<file path="config.mk">
export PLATFORM = sky130hd
export DESIGN_NAME = scan_report_dedup_cache
export DESIGN_NICKNAME = d
export VERILOG_FILES = /design/src/rtl/core/srdc_pkg.sv /design/src/rtl/core/srdc_store.sv /design/src/rtl/core/scan_report_dedup_cache.sv
export SDC_FILE = /design/constraint.sdc
export NUM_CORES = 2
export LEC_CHECK = 0
export BUFFER_PORTS_ARGS = -buffer_cell sky130_fd_sc_hd__buf_2
export CORE_MARGIN = 2
export CORE_UTILIZATION = 46
export CTS_CLUSTER_DIAMETER = 60
export DETAILED_ROUTE_END_ITERATION = 12
export PLACE_DENSITY = 0.66
export SKIP_LAST_GASP = 1
export SYNTH_ARGS = -nofsm -noshare
export SYNTH_HDL_FRONTEND = slang
export SYNTH_HIERARCHICAL = 1
export SYNTH_SLANG_ARGS = --single-unit
</file>
<file path="constraint.sdc">
create_clock -name clk_i -period 8.6 [get_ports clk_i]
set_input_delay 1.29 -clock clk_i [delete_from_list [all_inputs] [get_ports clk_i]]
set_output_delay 1.29 -clock clk_i [all_outputs]
set_load 0.02 [all_outputs]
</file>
<file path="src/rtl/core/srdc_pkg.sv">
// ----------------------------------------------------------------------------
// srdc_pkg
// shared types and constants of the scan report dedup cache
// ----------------------------------------------------------------------------
package srdc_pkg;

  localparam int TableDepthDef = 64;
  localparam int AddrW         = 48;
  localparam int DbmW          = 8;
  localparam int LenW          = 6;
  localparam int SlotW         = 6;

  typedef enum logic {
    OP_REPORT = 1'b0,
    OP_FLUSH  = 1'b1
  } op_e;

  typedef enum logic {
    KIND_ACK   = 1'b0,
    KIND_ENTRY = 1'b1
  } kind_e;

  typedef enum logic [1:0] {
    ST_IDLE,
    ST_SEARCH,
    ST_WRITE,
    ST_FLUSH
  } state_e;

  typedef struct packed {
    logic                   op;
    logic [AddrW-1:0]       dev_addr;
    logic signed [DbmW-1:0] signal_dbm;
    logic [LenW-1:0]        payload_len;
  } in_t;

  typedef struct packed {
    logic                   kind;
    logic [SlotW-1:0]       slot;
    logic                   hit;
    logic [AddrW-1:0]       out_addr;
    logic signed [DbmW-1:0] out_dbm;
    logic [LenW-1:0]        out_len;
    logic                   last;
  } out_t;

  typedef struct packed {
    logic [AddrW-1:0]       addr;
    logic signed [DbmW-1:0] dbm;
    logic [LenW-1:0]        len;
  } entry_t;

endpackage

</file>
<file path="src/rtl/core/srdc_store.sv">
// ----------------------------------------------------------------------------
// srdc_store
// entry memory, one write port and one registered read port
// ----------------------------------------------------------------------------
module srdc_store #(
  parameter int Depth = srdc_pkg::TableDepthDef
) (
  input  logic                     clk_i,
  input  logic                     wr_en_i,
  input  logic [$clog2(Depth)-1:0] wr_idx_i,
  input  srdc_pkg::entry_t         wr_data_i,
  input  logic [$clog2(Depth)-1:0] rd_idx_i,
  output srdc_pkg::entry_t         rd_data_o
);
  import srdc_pkg::*;

  entry_t mem_q [Depth];
  entry_t rd_data_q;

  always_ff @(posedge clk_i) begin
    if (wr_en_i) begin
      mem_q[wr_idx_i] <= wr_data_i;
    end
  end

  always_ff @(posedge clk_i) begin
    rd_data_q <= mem_q[rd_idx_i];
  end

  assign rd_data_o = rd_data_q;

endmodule

</file>
<file path="src/rtl/core/scan_report_dedup_cache.sv">
// ----------------------------------------------------------------------------
// scan_report_dedup_cache
// dedup table of advertiser reports keyed by 48-bit device address
// ----------------------------------------------------------------------------
// report: accepted, then compared against the filled entries in slot order
//   up to a hit or the last filled entry, then written when the output is free
// flush: accepted, then one word per filled entry; an empty flush emits none
// one item at a time; the entry memory's single read port sets the pace
// reset clears the state machine, fill count and output valid; the memory
//   itself is not cleared, only slots below the fill count are ever used
module scan_report_dedup_cache #(
  parameter int TableDepth = srdc_pkg::TableDepthDef
) (
  input  logic          clk_i,
  input  logic          rst_ni,
  input  logic          in_valid_i,
  output logic          in_stall_o,
  input  srdc_pkg::in_t in_word_i,
  output logic          out_valid_o,
  input  logic          out_stall_i,
  output srdc_pkg::out_t out_word_o
);
  import srdc_pkg::*;

  // index width and fill count width (count must reach TableDepth)
  localparam int IdxW  = $clog2(TableDepth);
  localparam int CntW  = $clog2(TableDepth + 1);
  localparam int WideW = (IdxW > SlotW) ? IdxW : SlotW;

  // sequencer state
  state_e          state_q, state_d;
  logic [IdxW-1:0] cmp_q, cmp_d;     // entry whose data sits in the read register
  logic            hit_q, hit_d;
  logic [CntW-1:0] fill_q, fill_d;
  in_t             item_q;

  // output register
  logic            out_valid_q, out_valid_d;
  out_t            out_q, out_d;

  // memory port signals
  logic            wr_en;
  logic [IdxW-1:0] wr_idx;
  entry_t          wr_data;
  logic [IdxW-1:0] rd_idx;
  entry_t          rd_data;

  logic            in_acc;
  logic            out_free;
  logic            last_idx;
  logic            full;
  logic [IdxW-1:0] miss_slot;
  logic            emit;
  logic [IdxW-1:0] emit_idx;
  logic [WideW-1:0] slot_wide;

  srdc_store #(
    .Depth(TableDepth)
  ) u_store (
    .clk_i    (clk_i),
    .wr_en_i  (wr_en),
    .wr_idx_i (wr_idx),
    .wr_data_i(wr_data),
    .rd_idx_i (rd_idx),
    .rd_data_o(rd_data)
  );

  assign in_stall_o = (state_q != ST_IDLE);
  assign in_acc     = in_valid_i && (state_q == ST_IDLE);

  // output register can take a word this cycle
  assign out_free = !out_valid_q || !out_stall_i;

  // entry under compare is the last filled one
  assign last_idx = ((CntW'(cmp_q) + CntW'(1)) == fill_q);

  // on a miss with a full table the last slot is reused
  assign full      = (fill_q == CntW'(TableDepth));
  assign miss_slot = full ? IdxW'(TableDepth - 1) : fill_q[IdxW-1:0];

  assign wr_idx    = hit_q ? cmp_q : miss_slot;
  assign wr_data   = '{addr: item_q.dev_addr, dbm: item_q.signal_dbm,
                       len: item_q.payload_len};

  assign emit_idx  = (state_q == ST_FLUSH) ? cmp_q : wr_idx;
  assign slot_wide = WideW'(emit_idx);

  always_comb begin
    state_d = state_q;
    cmp_d   = cmp_q;
    hit_d   = hit_q;
    fill_d  = fill_q;
    rd_idx  = '0;
    wr_en   = 1'b0;
    emit    = 1'b0;
    out_d   = out_q;

    unique case (state_q)
      ST_IDLE: begin
        // entry 0 is read on accept so the compare can start next cycle
        if (in_acc) begin
          cmp_d = '0;
          hit_d = 1'b0;
          if (in_word_i.op == OP_FLUSH) begin
            if (fill_q != '0) begin
              state_d = ST_FLUSH;
            end
          end else if (fill_q == '0) begin
            state_d = ST_WRITE;
          end else begin
            state_d = ST_SEARCH;
          end
        end
      end

      ST_SEARCH: begin
        if (rd_data.addr == item_q.dev_addr) begin
          hit_d   = 1'b1;
          state_d = ST_WRITE;
        end else if (last_idx) begin
          state_d = ST_WRITE;
        end else begin
          cmp_d  = cmp_q + IdxW'(1);
          rd_idx = cmp_q + IdxW'(1);
        end
      end

      ST_WRITE: begin
        if (out_free) begin
          wr_en = 1'b1;
          emit  = 1'b1;
          out_d = '{kind: KIND_ACK, slot: slot_wide[SlotW-1:0], hit: hit_q,
                    out_addr: item_q.dev_addr, out_dbm: item_q.signal_dbm,
                    out_len: item_q.payload_len, last: 1'b1};
          if (!hit_q) begin
            fill_d = CntW'(miss_slot) + CntW'(1);
          end
          state_d = ST_IDLE;
        end
      end

      ST_FLUSH: begin
        if (out_free) begin
          emit   = 1'b1;
          out_d  = '{kind: KIND_ENTRY, slot: slot_wide[SlotW-1:0], hit: 1'b0,
                     out_addr: rd_data.addr, out_dbm: rd_data.dbm,
                     out_len: rd_data.len, last: last_idx};
          rd_idx = cmp_q + IdxW'(1);
          if (last_idx) begin
            fill_d  = '0;
            state_d = ST_IDLE;
          end else begin
            cmp_d = cmp_q + IdxW'(1);
          end
        end else begin
          // stalled: keep re-reading the same entry
          rd_idx = cmp_q;
        end
      end

      default: state_d = ST_IDLE;
    endcase
  end

  always_comb begin
    if (emit) begin
      out_valid_d = 1'b1;
    end else if (!out_stall_i) begin
      out_valid_d = 1'b0;
    end else begin
      out_valid_d = out_valid_q;
    end
  end

  always_ff @(posedge clk_i or negedge rst_ni) begin
    if (!rst_ni) begin
      state_q     <= ST_IDLE;
      cmp_q       <= '0;
      hit_q       <= 1'b0;
      fill_q      <= '0;
      out_valid_q <= 1'b0;
    end else begin
      state_q     <= state_d;
      cmp_q       <= cmp_d;
      hit_q       <= hit_d;
      fill_q      <= fill_d;
      out_valid_q <= out_valid_d;
    end
  end

  // payload registers
  always_ff @(posedge clk_i) begin
    if (in_acc) begin
      item_q <= in_word_i;
    end
    out_q <= out_d;
  end

  assign out_valid_o = out_valid_q;
  assign out_word_o  = out_q;

`ifndef NO_ASSERTIONS
  // fill count never passes the table depth
  assert property (@(posedge clk_i) disable iff (!rst_ni)
    fill_q <= CntW'(TableDepth))
    else $error("fill count above table depth");

  // the compare pointer stays inside the filled part of the table
  assert property (@(posedge clk_i) disable iff (!rst_ni)
    (state_q == ST_SEARCH || state_q == ST_FLUSH) |-> (CntW'(cmp_q) < fill_q))
    else $error("compare pointer beyond fill count");

  // a report write always shows up as a valid word next cycle
  assert property (@(posedge clk_i) disable iff (!rst_ni)
    (state_q == ST_WRITE && out_free) |=> (out_valid_o && out_word_o.last))
    else $error("report ack not presented");

  // emitting the last flushed entry empties the table
  assert property (@(posedge clk_i) disable iff (!rst_ni)
    (state_q == ST_FLUSH && out_free && last_idx) |=> (fill_q == '0))
    else $error("table not emptied after flush");

  // a stalled output word is never overwritten
  assert property (@(posedge clk_i) disable iff (!rst_ni)
    (out_valid_o && out_stall_i) |-> !emit)
    else $error("output word overwritten while stalled");
`endif

endmodule

</file>
==> results.toml <==
[clocking]
cts_resized = 0
clkLatencyLatePin_ns = 0.99
cts_buffers = 416
htreeDepth = 5
post_cts_buffers = 0
cts.sinks = 4180
cts_max_path_buffers = 4
clkTransAtPathRegs_ns = 0.06
tritoncts = "yes"
root_buffer = "clkbuf_16"
hold_buffers = 0

[die]
die_h_um = 591.0
io_pins = 140
start_util = 0.4621
rows = 215
dieArea_mm2 = 0.3493
die_w_um = 591.0
core_mm2 = 0.3430

[synth]
synth_area_leader_cell = "edfxtp_1"
synth_seq_cells = 4180
yosysWarnings = 6
yosys-top-cells-area = "edfxtp_1, mux4_2, mux2i_1, o22ai_1, dfxtp_1"
synth_edf_count = 4101
async_flop_share = 0.004067
avgSynthCellArea_um2 = 21.93
syn_inst = 7228
synth_top_area_share = 0.7770
netlist_area_mm2 = 0.1585
syn-num-nets = 7297
ys_seq_area_frac = 0.7875
yosysUniqueCellTypes = 71
synthFlopType = "edfxtp_1"

[sta]
rsz0062_at_grt = "no"
fin_crit_ns = 7.567
hold_viol = 0
clock_skew_ns = 0.06431
max-slew-margin-rel = -0.01097
fin_crit_sh = 0.8799
tns_ns = 0
setup_ws_ns = 1.033
max_freq_mhz = 132.2
worst_pin_slew_ns = 1.513
maxSlewViolCount = 23
final-setup-viol-count = 0

[global_routing]
antenna_found_initial = 24
grt_pass1_vias = 79580
overflow = 0
grt_pass1_wl_um = 638300
grtUsageTotal = 0.2631
grt_max_degree = 123

[status]
violations = "max-capacitance violations, max-slew violations"
outcome = "complete, but fails checks"

[hold_path]
hold_path_class = "in -> async"

[drt]
viasPerCell = 6.511
first_iter_violations = 11940
postRouteAntennaNets = 0
firstDrtPassIters = 6
vias = 81800
wl_per_cell_um = 36.93
drc = 0
routed_wl_um = 463900

[finish]
nNetsFinal = 7713
most-common-layout-cells = "edfxtp_1, mux4_2, clkbuf_16"
n_fill_cell = 25940
drive_gt1_frac = 0.2622
syn2layout_area_growth_pct = 13.33
final_common_cell = "edfxtp_1"

[placed_design]
hpwlAfterDp_um = 240400
place_congestion = 0.8147
place_ws_ns = 1.304
portBuffers = 139

[critical_path]
critPathKind = "reg -> reg"
end_kind = "flip-flop"
cp.required_ns = 9.53
reg2regPathDepth = 14
rrSetupSlack_ns = 1.03
cp_max_fo = 30
startpoint = "item_q[18]"
crit_arrival_ns = 8.50
r2r_end = "u_store/rd_data_o[48]"
startpoint_type = "flip-flop"
r2r-start = "item_q[18]"

[flow_run]
max_cap_viol_count = 1

[pwr]
leakagePower_uw = 0.05519
max-vdd-ir-drop_mv = 0.1945
power.density_mw_per_mm2 = 223.7
## worst max-delay path, stage by stage, from the launching register on
cell and delay, ns:
edfxtp_1 0.47, xnor2_1 1.04, nand4_1 0.54, nor4_1 0.66
nand3_1 0.62, nand3_1 0.42, o22ai_1 0.17, a32o_4 0.42
and2_2 0.24, buf_4 0.32, nand2_2 0.91, buf_4 0.45
o22ai_1 0.14, nor4_1 0.80, o22a_1 0.24
## routing by layer
metal | GRT usage | wire, µm | up-vias
met2 | 0.4173 | 219000 | 5446
li1 | - | - | 31430
met4 | 0.09262 | 18090 | 8
met5 | 0.0006764 | 56 | -
met3 | 0.05579 | 54230 | 887
met1 | 0.3635 | 172500 | 44030
## per-stage QoR
step	util	area (µm²)	hold slack [ns]	power [µW]	instances
after floorplan	-	158500	0.4673	22450	7228
after global placement	0.4840	166000	0.4896	22480	11780
after detailed placement	0.4840	166000	0.4921	22480	11780
after CTS	0.5237	179600	0.1895	40370	12560
after global routing	0.5237	179600	0.2624	41130	12560
final	0.5237	179600	0.2399	40190	12560
## cell families after synthesis
family | synth area share
buffers and inverters | 0.01393
AND/OR/NAND/NOR | 0.01946
adder cells (fa/ha/maj) | 0.0001579
XOR/XNOR | 0.003150
AO/OA/AOI/OAI | 0.03192
multiplexers | 0.1439
flip-flops | 0.7875
## state kept, by name, summed over array words and instances (netlist names)
name / count
u_store/rd_data_o: 62
item_q: 62
out_word_o: 71
state_q: 2
fill_q: 7
u_store/mem_q: 3968
hit_q: 1
out_valid_o: 1
cmp_q: 6
## synth_stat cells (18+ instances only)
| cell type | count |
|---|---|
| a211oi_1 | 29 |
| nand3_1 | 57 |
| buf_4 | 78 |
| buf_2 | 138 |
| o21ai_0 | 75 |
| o221ai_1 | 65 |
| buf_6 | 21 |
| mux2_2 | 101 |
| nor2_1 | 115 |
| nor4_1 | 42 |
| nand2_1 | 252 |
| edfxtp_1 | 4101 |
| a22o_1 | 38 |
| a221oi_1 | 33 |
| nor2b_1 | 60 |
| a21oi_1 | 42 |
| xnor2_1 | 54 |
| a22oi_1 | 95 |
| nand2b_1 | 21 |
| nor3_1 | 39 |
| dfxtp_1 | 62 |
| mux2i_1 | 234 |
| o22a_1 | 18 |
| o22ai_1 | 243 |
| clkbuf_1 | 156 |
| mux4_2 | 855 |
## final cells by class
cell class	count	area, µm²	area share
diodes	8	20.02	0.0001114
clock buffers	515	11050	0.06151
clock inverters	257	2554	0.01422
inverters	9	41.29	0.0002299
multi-input cells	2627	32140	0.1789
flip-flops and latches	4180	124800	0.6949
well taps	4557	5702	0.03174
repair buffers	410	3306	0.01840
## where the power goes
part | internal, µW | leakage [µW] | total [µW] | switching [µW]
logic | 10.8 | 0.0109 | 31.3 | 20.5
clock network | 10400 | 0.00666 | 18100 | 7740
registers | 22000 | 0.0376 | 22000 | 0.0000000000000218
total | 32400 | 0.0552 | 40200 | 7760
## worst max path at each step
stage                             to  slack (ns)  depth (start not counted)
6_report       u_store/rd_data_o[48]        1.03                         14
5_1_grt        u_store/rd_data_o[48]        1.23                         14
4_1_cts        u_store/rd_data_o[48]        1.30                         14
3_5_place_dp   u_store/rd_data_o[48]        1.30                         14
3_3_place_gp   u_store/rd_data_o[48]        0.55                         14
2_1_floorplan   u_store/mem_q[48][0]        1.69                          6
Note: power is estimated with default switching activity, not from simulation.
